[src/rtl/cpt_pkg.sv]
package cpt_pkg;

  // default table geometry
  localparam int CPT_TABLE_DEPTH = 1024;
  localparam int CPT_KEY_WIDTH   = 16;

  // request actions
  typedef enum logic [2:0] {
    ACT_ADD        = 3'd0,
    ACT_SET_COUNT  = 3'd1,
    ACT_REMOVE     = 3'd2,
    ACT_FIND       = 3'd3,
    ACT_SET_REMOTE = 3'd4
  } action_t;

  // controller states
  typedef enum logic [2:0] {
    ST_CLEAR,
    ST_IDLE,
    ST_SCAN,
    ST_WRITE,
    ST_DONE
  } state_t;

  // commands from controller to datapath
  typedef struct packed {
    logic accept;
    logic clr_we;
    logic scan_run;
    logic wr_en;
    logic out_load;
  } cpt_cmd_t;

  // status from datapath to controller
  typedef struct packed {
    logic clear_last;
    logic scan_hit;
    logic scan_miss;
    logic act_known;
    logic need_write;
    logic out_free;
  } cpt_sts_t;

endpackage

[src/rtl/cpt_ctrl.sv]
module cpt_ctrl
  import cpt_pkg::*;
(
  input  logic     clk,
  input  logic     rst,
  input  logic     req_valid,
  output logic     req_stall,
  input  cpt_sts_t sts,
  output cpt_cmd_t cmd
);

  state_t state;
  state_t state_next;

  // state register
  always_ff @(posedge clk) begin
    if (rst) begin
      state <= ST_CLEAR;
    end else begin
      state <= state_next;
    end
  end

  // next state and commands
  always_comb begin
    state_next = state;
    cmd        = '0;
    req_stall  = 1'b1;
    case (state)
      ST_CLEAR: begin
        cmd.clr_we = 1'b1;
        if (sts.clear_last) begin
          state_next = ST_IDLE;
        end
      end
      ST_IDLE: begin
        req_stall = 1'b0;
        if (req_valid) begin
          cmd.accept = 1'b1;
          state_next = ST_SCAN;
        end
      end
      ST_SCAN: begin
        cmd.scan_run = 1'b1;
        if (!sts.act_known) begin
          state_next = ST_DONE;
        end else if (sts.scan_hit) begin
          state_next = sts.need_write ? ST_WRITE : ST_DONE;
        end else if (sts.scan_miss) begin
          state_next = ST_DONE;
        end
      end
      ST_WRITE: begin
        cmd.wr_en  = 1'b1;
        state_next = ST_DONE;
      end
      ST_DONE: begin
        if (sts.out_free) begin
          cmd.out_load = 1'b1;
          state_next   = ST_IDLE;
        end
      end
      default: begin
        state_next = ST_CLEAR;
      end
    endcase
  end

endmodule

[config.mk]
export PLATFORM = sky130hd
export DESIGN_NAME = cpt_ctrl
export DESIGN_NICKNAME = d
export VERILOG_FILES = /design/src/rtl/cpt_pkg.sv /design/src/rtl/cpt_ctrl.sv
export SDC_FILE = /design/constraint.sdc
export NUM_CORES = 1
export LEC_CHECK = 0
export BUFFER_PORTS_ARGS = -buffer_cell sky130_fd_sc_hd__buf_4
export CAP_MARGIN = 10
export CORE_AREA = 2 2 39 41
export DETAILED_ROUTE_END_ITERATION = 8
export DIE_AREA = 0 0 41 43
export PLACE_DENSITY_LB_ADDON = 0.05
export REMOVE_ABC_BUFFERS = 1
export SYNTH_ARGS = -nofsm -noshare
export SYNTH_HDL_FRONTEND = slang
export SYNTH_SLANG_ARGS = --single-unit
[constraint.sdc]
create_clock -name clk -period 1.2 [get_ports clk]
set_input_delay 0.12 -clock clk [delete_from_list [all_inputs] [get_ports clk]]
set_output_delay 0.12 -clock clk [all_outputs]
set_load 0.01 [all_outputs]
; Word-level counts from Yosys, hierarchy flattened
; Index checks and enable logic that the tools add are counted.
; Widths: inputs -> output; s select.
[word_totals]
wordCells = 27
out_inout_bits = 6
in_bits = 9
reg_bits = 3
[classes]
mux = 16
eq_ne = 8
n_reduce_logical = 2
[op_table]
columns = operator, n
row1 = $mux 3, 7
row2 = $pmux 3 s5, 1
row3 = $mux 1, 8
row4 = $eq 3x2->1 const B, 2
row5 = $ne 2x2->1 const B, 3
row6 = $ne 4x4->1 const B, 1
row7 = $reduce_and 4->1, 1
row8 = $eq 3x1->1 const B, 1
row9 = $eq 3x3->1 const B, 1
row10 = $logic_not 3->1, 1

; Longest topological paths before layout
; Gate-level depths: netlist (run 1).
[depth]
ltp_word = 4
ltp_mapped = 4
ltp_nobuf = 3

; Least setup slack after synthesis (run 1)
; OpenSTA, ideal clock, no wires.
[synth_path]
path_type = reg-to-reg
startpoint = register state[0]
endpoint = register state[2]
stages_incl_launch_ff = 5
setup_ns = 0.058
period_less_slack_ns = 1.237
path_buffers = 1
t_required_ns = 1.142
slack_ns = -0.037
arrival_ns = 1.179
path_cell_list = dfxtp_1 > buf_6 > or4b_4 > a21oi_2 > o21a_1
[synth_between]
elab_chain_cells = 3
word_cells_on_any_way = 11
classes_between = eq/ne: 8 / mux: 1 / reduce/logical: 2
[synth_rtl]
columns = element, line_no
row1 = start: declaration, cpt_ctrl.sv:12  ; state_t state;
row2 = start signal: assignment, cpt_ctrl.sv:20  ; state <= state_next;
row3 = "$eq 3x2->1, or another cell as far along", cpt_ctrl.sv:29  ; case (state)
row4 = $ne 4x4->1 (no source line) / $ne 2x2->1 (equally long branches), --
row5 = $reduce_and 4->1 (no source line), --
; Several ways; a longest one is shown, not always the timed one.
; A chain may end at the register's enable or synchronous reset.

==> summary.md, run 1 <==
| Metric | Value |
|---|---|
| Drc violations | `0` |
| Area leader, netlist | `dfxtp_1` |
| Vias per cell | `4.17` |
| GPL Wtd Cong | `0.735` |
| Slew HR | `0.898` |
| Synthesis-stage register bit count | `3` |
| Die ar. | `1760 um2` |
| Nets | `63` |
| Reg2reg start | `state[0]$_SDFFE_PP0P_` |
| Worst setup path startpoint | `state[1]$_SDFFE_PP0P_` |
| Sequential share of power | `0.261` |
| FF-to-FF End | `state[2]$_SDFFE_PP0P_` |
| Type of origin of the critical path | `flip-flop` |
| Biggest regs | `state: 3 flops` |
| First-pass GRT wire length | `1080 um` |
| Detail Placement HPWL | `555 um` |
| Run status | `complete, but fails checks` |
| Clk_skew | `0.880 ps` |
| Combinational power share | `0.331` |
| TritonRoute pass-1 iters | `4` |
| Largest net degree at the start of global routing | `9` |
| Unrepaired setup endpoints after global routing | `true` |
| Chip height | `43 um` |
| Total leakage power | `0.213 nW` |
| Post-synth EDFFs | `0` |
| Final Cycle Share | `1.03` |
| Clk slew on worst S/H paths | `40 ps` |
| Total clock sinks | `3` |
| Hold path cells | `2` |
| Failing checks | `negative setup slack` |
| Aggregate global routing overflow | `0` |
| Worst skew pair latency | `230 ps` |
| Flop2flop setup slack | `50 ps` |
| Crit path capture | `cmd[4]` |
| CP arrival | `1110 ps` |
| H-tree levels | `1` |
| CTS tree | `done` |
| P_int | `0.315 mW` |
| Syn. warnings | `0` |
| Fin. Hold Viols | `0` |
| DR WL/cell | `9.68 um` |
| Post-Synthesis Mean Instance Area | `7.75 um2` |
| ANT nets after route | `0` |
| Syn Inst Count | `31` |
| Drt total wl | `668 um` |
| Switching Fraction | `0.264` |
| Gr usage total | `0.0894` |
| Pwr dens | `923 nW/um2` |
| Hold_ws | `77.6 ps` |
| Synth top area share | `0.250` |
| Share of cells above drive strength 1 | `0.604` |
| PortBufs | `14` |
| IO Count | `15` |
| Root Driver | `clkbuf_4` |
| Worst Path Required | `1080 ps` |
| Worst VDD drop | `0.485 mV` |
| Reg2Reg Depth | `3` |
| Ant diodes | `0` |
| Synth Cell Area | `240 um2` |
| Area delta synth->final | `93.2%` |
| Initial Utilization | `0.174` |
| Core Rows | `14` |
| Area contributors post-synth | `dfxtp_1 (25%), nand2b_1 (7.8%), nand4b_1 (7.3%)` |
| Unique masters post-synth | `17` |
| Ys flop type | `dfxtp_1` |
| Fin crit period | `1230 ps` |
| Max reg flops | `3` |
| Area of the core | `1380 um2` |
| Hold crit path type | `primary input to flip-flop` |
| Fin worst setup slack | `-32.5 ps` |
| Fin area | `464 um2` |
| # Max-Cap Violations | `0` |
| Cell Area, Placed | `377 um2` |
| CTS Buf Count | `3` |
| Max Clock Freq | `811 MHz` |
| Vias | `288` |
| CTS max path bufs | `2` |
| Biggest register | `state` |
| Die X | `41 um` |
| Vias in the first global route | `271` |
| Crit Path Category | `flip-flop to output port` |
| Clock power frac | `0.408` |
| Drt initial violations | `3` |
| Sequential share of the synthesized area | `0.250` |
| Worst Tran Pin Value | `152 ps` |
| Post-synth ARST share | `0` |
| Max-slew violation count | `0` |
| CP endpoint kind | `output port` |
| Net Sw Power | `0.113 mW` |
| Crit path max fanout | `6` |
| Final setup viols | `1` |
| Initial antenna violation count | `0` |
critical path: stages (launching register included):
cell and delay, ps:
dfxtp_2 310, buf_6 130, nor3b_4 190, nand2_1 90, inv_1 70, buf_6 100
kinds of logic (layout without fill, tap and decap cells):
| group | after synthesis | in the layout | synth area share |
|---|---|---|---|
| compound gates | 4 | 4 | 0.120 |
| buf+inv | 4 | 26 | 0.0937 |
| flops | 3 | 3 | 0.250 |
| simple gates | 20 | 20 | 0.536 |
placed cells by master, fill, tap and decap left out:
| master | n |
|---|---|
| buf_4 | 14 |
| nand3_2 | 1 |
| nand2b_1 | 2 |
| nand2_1 | 3 |
| nor3b_4 | 1 |
| o21a_1 | 1 |
| nor2_2 | 1 |
| nor2_1 | 2 |
| inv_2 | 1 |
| clkbuf_4 | 3 |
| a21oi_2 | 2 |
| buf_6 | 5 |
| nand4b_1 | 2 |
| dfxtp_2 | 2 |
| inv_1 | 2 |
| clkbuf_1 | 1 |
| and4bb_1 | 1 |
| nor3_1 | 2 |
| or4b_4 | 1 |
| nand3_1 | 2 |
| and3_1 | 1 |
| o211ai_1 | 1 |
| nand2b_4 | 1 |
| dfxtp_1 | 1 |
power groups by stage:
stage	clock, mW	combinational, mW	sequential, mW
after floorplan	0	0.0444	0.118
after global placement	0	0.116	0.111
after detailed placement	0	0.115	0.111
after CTS	0.187	0.127	0.112
after global routing	0.192	0.155	0.113
final	0.175	0.142	0.112
per-layer routing:
| layer | track usage | wire length (um) |
|---|---|---|
| met1 | 0.122 | 288 |
| met4 | 0.0600 | 0 |
| met5 | 0 | 0 |
| met3 | 0.00524 | 33 |
| met2 | 0.128 | 346 |
final cells by class:
| class | count | area [um2] |
|---|---|---|
| Timing Repair Buffer | 19 | 161 |
| Fill cell | 159 | 920 |
| Inverter | 3 | 11.3 |
| Clock buffer | 4 | 26.3 |
| Tap cell | 16 | 20.0 |
| Multi-Input combinational cell | 24 | 183 |
| Sequential cell | 3 | 62.6 |
through the flow:
stage	cells	setup TNS [ps]	utilization	worst slack, ps	total power, mW
2_1_floorplan	30	0	-	10.3	0.162
3_3_place_gp	63	0	0.272	68.5	0.227
3_5_place_dp	63	0	0.272	40.1	0.226
4_1_cts	68	-110	0.311	-50.9	0.426
5_1_grt	69	-239	0.335	-110	0.460
6_report	69	-32.5	0.335	-32.5	0.429
worst min-delay path by stage:
stage          startpoint                     to  slack (ps)
2_1_floorplan         rst  state[1]$_SDFFE_PP0P_         190
3_5_place_dp          rst  state[1]$_SDFFE_PP0P_         330
3_3_place_gp          rst  state[1]$_SDFFE_PP0P_         340
6_report              rst  state[1]$_SDFFE_PP0P_          80
5_1_grt               rst  state[1]$_SDFFE_PP0P_          90
4_1_cts               rst  state[1]$_SDFFE_PP0P_          80
what timing repair did:
item / in CTS / in global routing
pin swaps: 2 / 4
setup buffers: 1 / 1
setup endpoints to repair: 5 / 6
hold buffers: 0 / 0
resized for setup: 6 / 7
gates cloned: 0 / 0
Power figures use the tool's default switching activity.
==> run 2, diff against run 1 <==
Settings changed: SKIP_LAST_GASP from default to 1.
==> summary.md, run 2 (synthesis results as in run 1) <==
| Metric | Value |
|---|---|
| Initial antenna violation count | `0 (unchanged)` |
| Type of origin of the critical path | `flip-flop` |
| Biggest regs | `state: 3 flops` |
| Chip height | `43 um (unchanged)` |
| Share of cells above drive strength 1 | `0.566 (-0.0377)` |
| Initial Utilization | `0.174 (unchanged)` |
| Cell Area, Placed | `377 um2 (unchanged)` |
| # Max-Cap Violations | `0 (unchanged)` |
| P_int | `0.315 mW (-0.20%)` |
| Gr usage total | `0.0894 (unchanged)` |
| Layout Cells excl Fill | `69 (unchanged)` |
| Pwr dens | `936 nW/um2 (+1.4%)` |
| Die ar. | `1760 um2 (unchanged)` |
| Multi-input logic area | `174 um2 (-4.8%)` |
| Aggregate global routing overflow | `0 (unchanged)` |
| Hold Path Origin | `rst` |
| GPL Wtd Cong | `0.735 (unchanged)` |
| Fin crit period | `1230 ps (-0.163 ps)` |
| Clk slew on worst S/H paths | `40 ps (about the same)` |
| Total leakage power | `0.213 nW (-0.16%)` |
| Die X | `41 um (unchanged)` |
| Unrepaired setup endpoints after global routing | `true` |
| ANT nets after route | `0 (unchanged)` |
| TritonRoute pass-1 iters | `4 (unchanged)` |
| Root Driver | `clkbuf_4` |
| Worst Tran Pin Value | `152 ps (+0.0346 ps)` |
| CTS max path bufs | `2 (unchanged)` |
| Drc violations | `0 (unchanged)` |
| DR WL/cell | `9.42 um (-2.7%)` |
| Area delta synth->final | `89.6%` |
| Reg2reg start | `state[0]$_SDFFE_PP0P_` |
| Drt initial violations | `4 (+1)` |
| Placed instance count | `63 (unchanged)` |
| Hold Path End | `state[1]$_SDFFE_PP0P_` |
| Total power | `0.426 mW (-0.56%)` |
| First-pass GRT wire length | `1080 um (unchanged)` |
| Commonest non-fill, non-tap cell in the layout | `buf_4` |
| Combinational power share | `0.327 (-0.004)` |
| Fin area | `455 um2 (-1.9%)` |
| IO Count | `15 (unchanged)` |
| PortBufs | `14 (unchanged)` |
| CP endpoint kind | `output port` |
| Crit path max fanout | `6 (unchanged)` |
| Failing checks | `negative setup slack` |
| Total clock sinks | `3 (unchanged)` |
| Net Sw Power | `0.112 mW (-1.5%)` |
| Slew HR | `0.898 (about the same)` |
| Hold path cells | `2 (unchanged)` |
| Vias | `292 (+1.4%)` |
| Max-slew violation count | `0 (unchanged)` |
| CTS tree | `done` |
| Vias in the first global route | `271 (unchanged)` |
| FF/Latch Area | `62.6 um2 (unchanged)` |
| Ant diodes | `0 (unchanged)` |
| Largest net degree at the start of global routing | `9 (unchanged)` |
| Core Rows | `14 (unchanged)` |
| Most frequent cells in the layout | `buf_4 (14), buf_6 (5), nand2_1 (3), nand3_1 (3), clkbuf_4 (3)` |
| Fillers | `162 (+1.9%)` |
| Worst Path Required | `1080 ps (about the same)` |
| Biggest register | `state` |
| Clk_skew | `0.880 ps (unchanged)` |
| Run status | `complete, but fails checks` |
| Detail Placement HPWL | `555 um (unchanged)` |
| Fin. Hold Viols | `0 (unchanged)` |
| Reg2Reg Depth | `5 (+2)` |
| CTS Buf Count | `3 (unchanged)` |
| Worst skew pair latency | `230 ps (about the same)` |
| H-tree levels | `1 (unchanged)` |
| Vias per cell | `4.23 (+1.4%)` |
| Max Clock Freq | `811 MHz (about the same)` |
| Nets | `63 (unchanged)` |
| Final Cycle Share | `1.03 (about the same)` |
| Final setup viols | `1 (unchanged)` |
| Switching Fraction | `0.262 (-0.00264)` |
| Fin worst setup slack | `-32.4 ps (+0.163 ps)` |
| CTS Hold Bufs | `0 (unchanged)` |
| Hold crit path type | `primary input to flip-flop` |
| Crit Path Category | `flip-flop to output port` |
| Max reg flops | `3 (unchanged)` |
| Sequential share of power | `0.263 (+0.002)` |
| Clock power frac | `0.410 (+0.002)` |
| Area of the core | `1380 um2 (unchanged)` |
| CP arrival | `1110 ps (about the same)` |
| FF-to-FF End | `state[1]$_SDFFE_PP0P_` |
| Flop2flop setup slack | `50 ps (about the same)` |
| Drt total wl | `650 um (-2.7%)` |
| Worst VDD drop | `0.482 mV (-0.47%)` |
## run 2: changes by cell type in the layout (fill, tap and decap cells not counted)
cell and change:
a21oi_1 +1, a21oi_2 -1, nand3_1 +1, nand3_2 -1
## run 2: metal layers
metal	vias up	routed length (um)	GRT usage
met5	-	0	0
met4	0	0	0.0600
met3	0	33	0.00524
met2	6	343	0.128
met1	132	273	0.122
li1	154	-	-
## run 2: power by group through the flow
stage | Combinational (mW) | Clock, mW | Sequential, mW
CTS | 0.127 | 0.187 | 0.112
floorplan | 0.0444 | 0 | 0.118
detailed placement | 0.115 | 0 | 0.111
global placement | 0.116 | 0 | 0.111
global route | 0.153 | 0.192 | 0.113
finish | 0.139 | 0.175 | 0.112
## run 2: worst max-delay path by stage
| stage | startpoint | end | slack, ps |
|---|---|---|---|
| 3_3_place_gp | state[0]$_SDFFE_PP0P_ | state[2]$_SDFFE_PP0P_ | 70 |
| 3_5_place_dp | state[0]$_SDFFE_PP0P_ | state[2]$_SDFFE_PP0P_ | 40 |
| 5_1_grt | state[0]$_SDFFE_PP0P_ | cmd[4] | -110 |
| 2_1_floorplan | state[0]$_SDFFE_PP0P_ | state[2]$_SDFFE_PP0P_ | 10 |
| 6_report | state[1]$_SDFFE_PP0P_ | cmd[4] | -30 |
| 4_1_cts | state[1]$_SDFFE_PP0P_ | cmd[4] | -50 |
## run 2: timing repair
| action | in CTS | in global routing |
|---|---|---|
| pin swaps | 2 | 3 |
| setup endpoints to repair | 5 | 6 |
| setup buffers | 1 | 1 |
| endpoints found under the hold margin | 0 | 0 |
| resized for setup | 6 | 5 |
## run 2: metrics by stage
step / worst slack (ps) / hold slack (ps) / util / setup TNS [ps]
3_3_place_gp: 68.5 / 336 / 0.272 / 0
5_1_grt: -110 / 96.6 / 0.329 / -273
3_5_place_dp: 40.1 / 331 / 0.272 / 0
6_report: -32.4 / 85.6 / 0.329 / -32.4
4_1_cts: -50.9 / 75.3 / 0.311 / -110
2_1_floorplan: 10.3 / 189 / - / 0
## run 2: layout make-up
cell class              count  share of cell area
repair buffers             19               0.354
flip-flops and latches      3               0.137
multi-input cells          24               0.382
clock buffers               4              0.0577
inverters                   3              0.0247
well taps                  16              0.0440
## run 2: critical path: stages (launching register included)
cell	delay [ps]
dfxtp_2	310
buf_6	130
nor3b_4	190
nand2_1	90
inv_1	70
buf_6	100
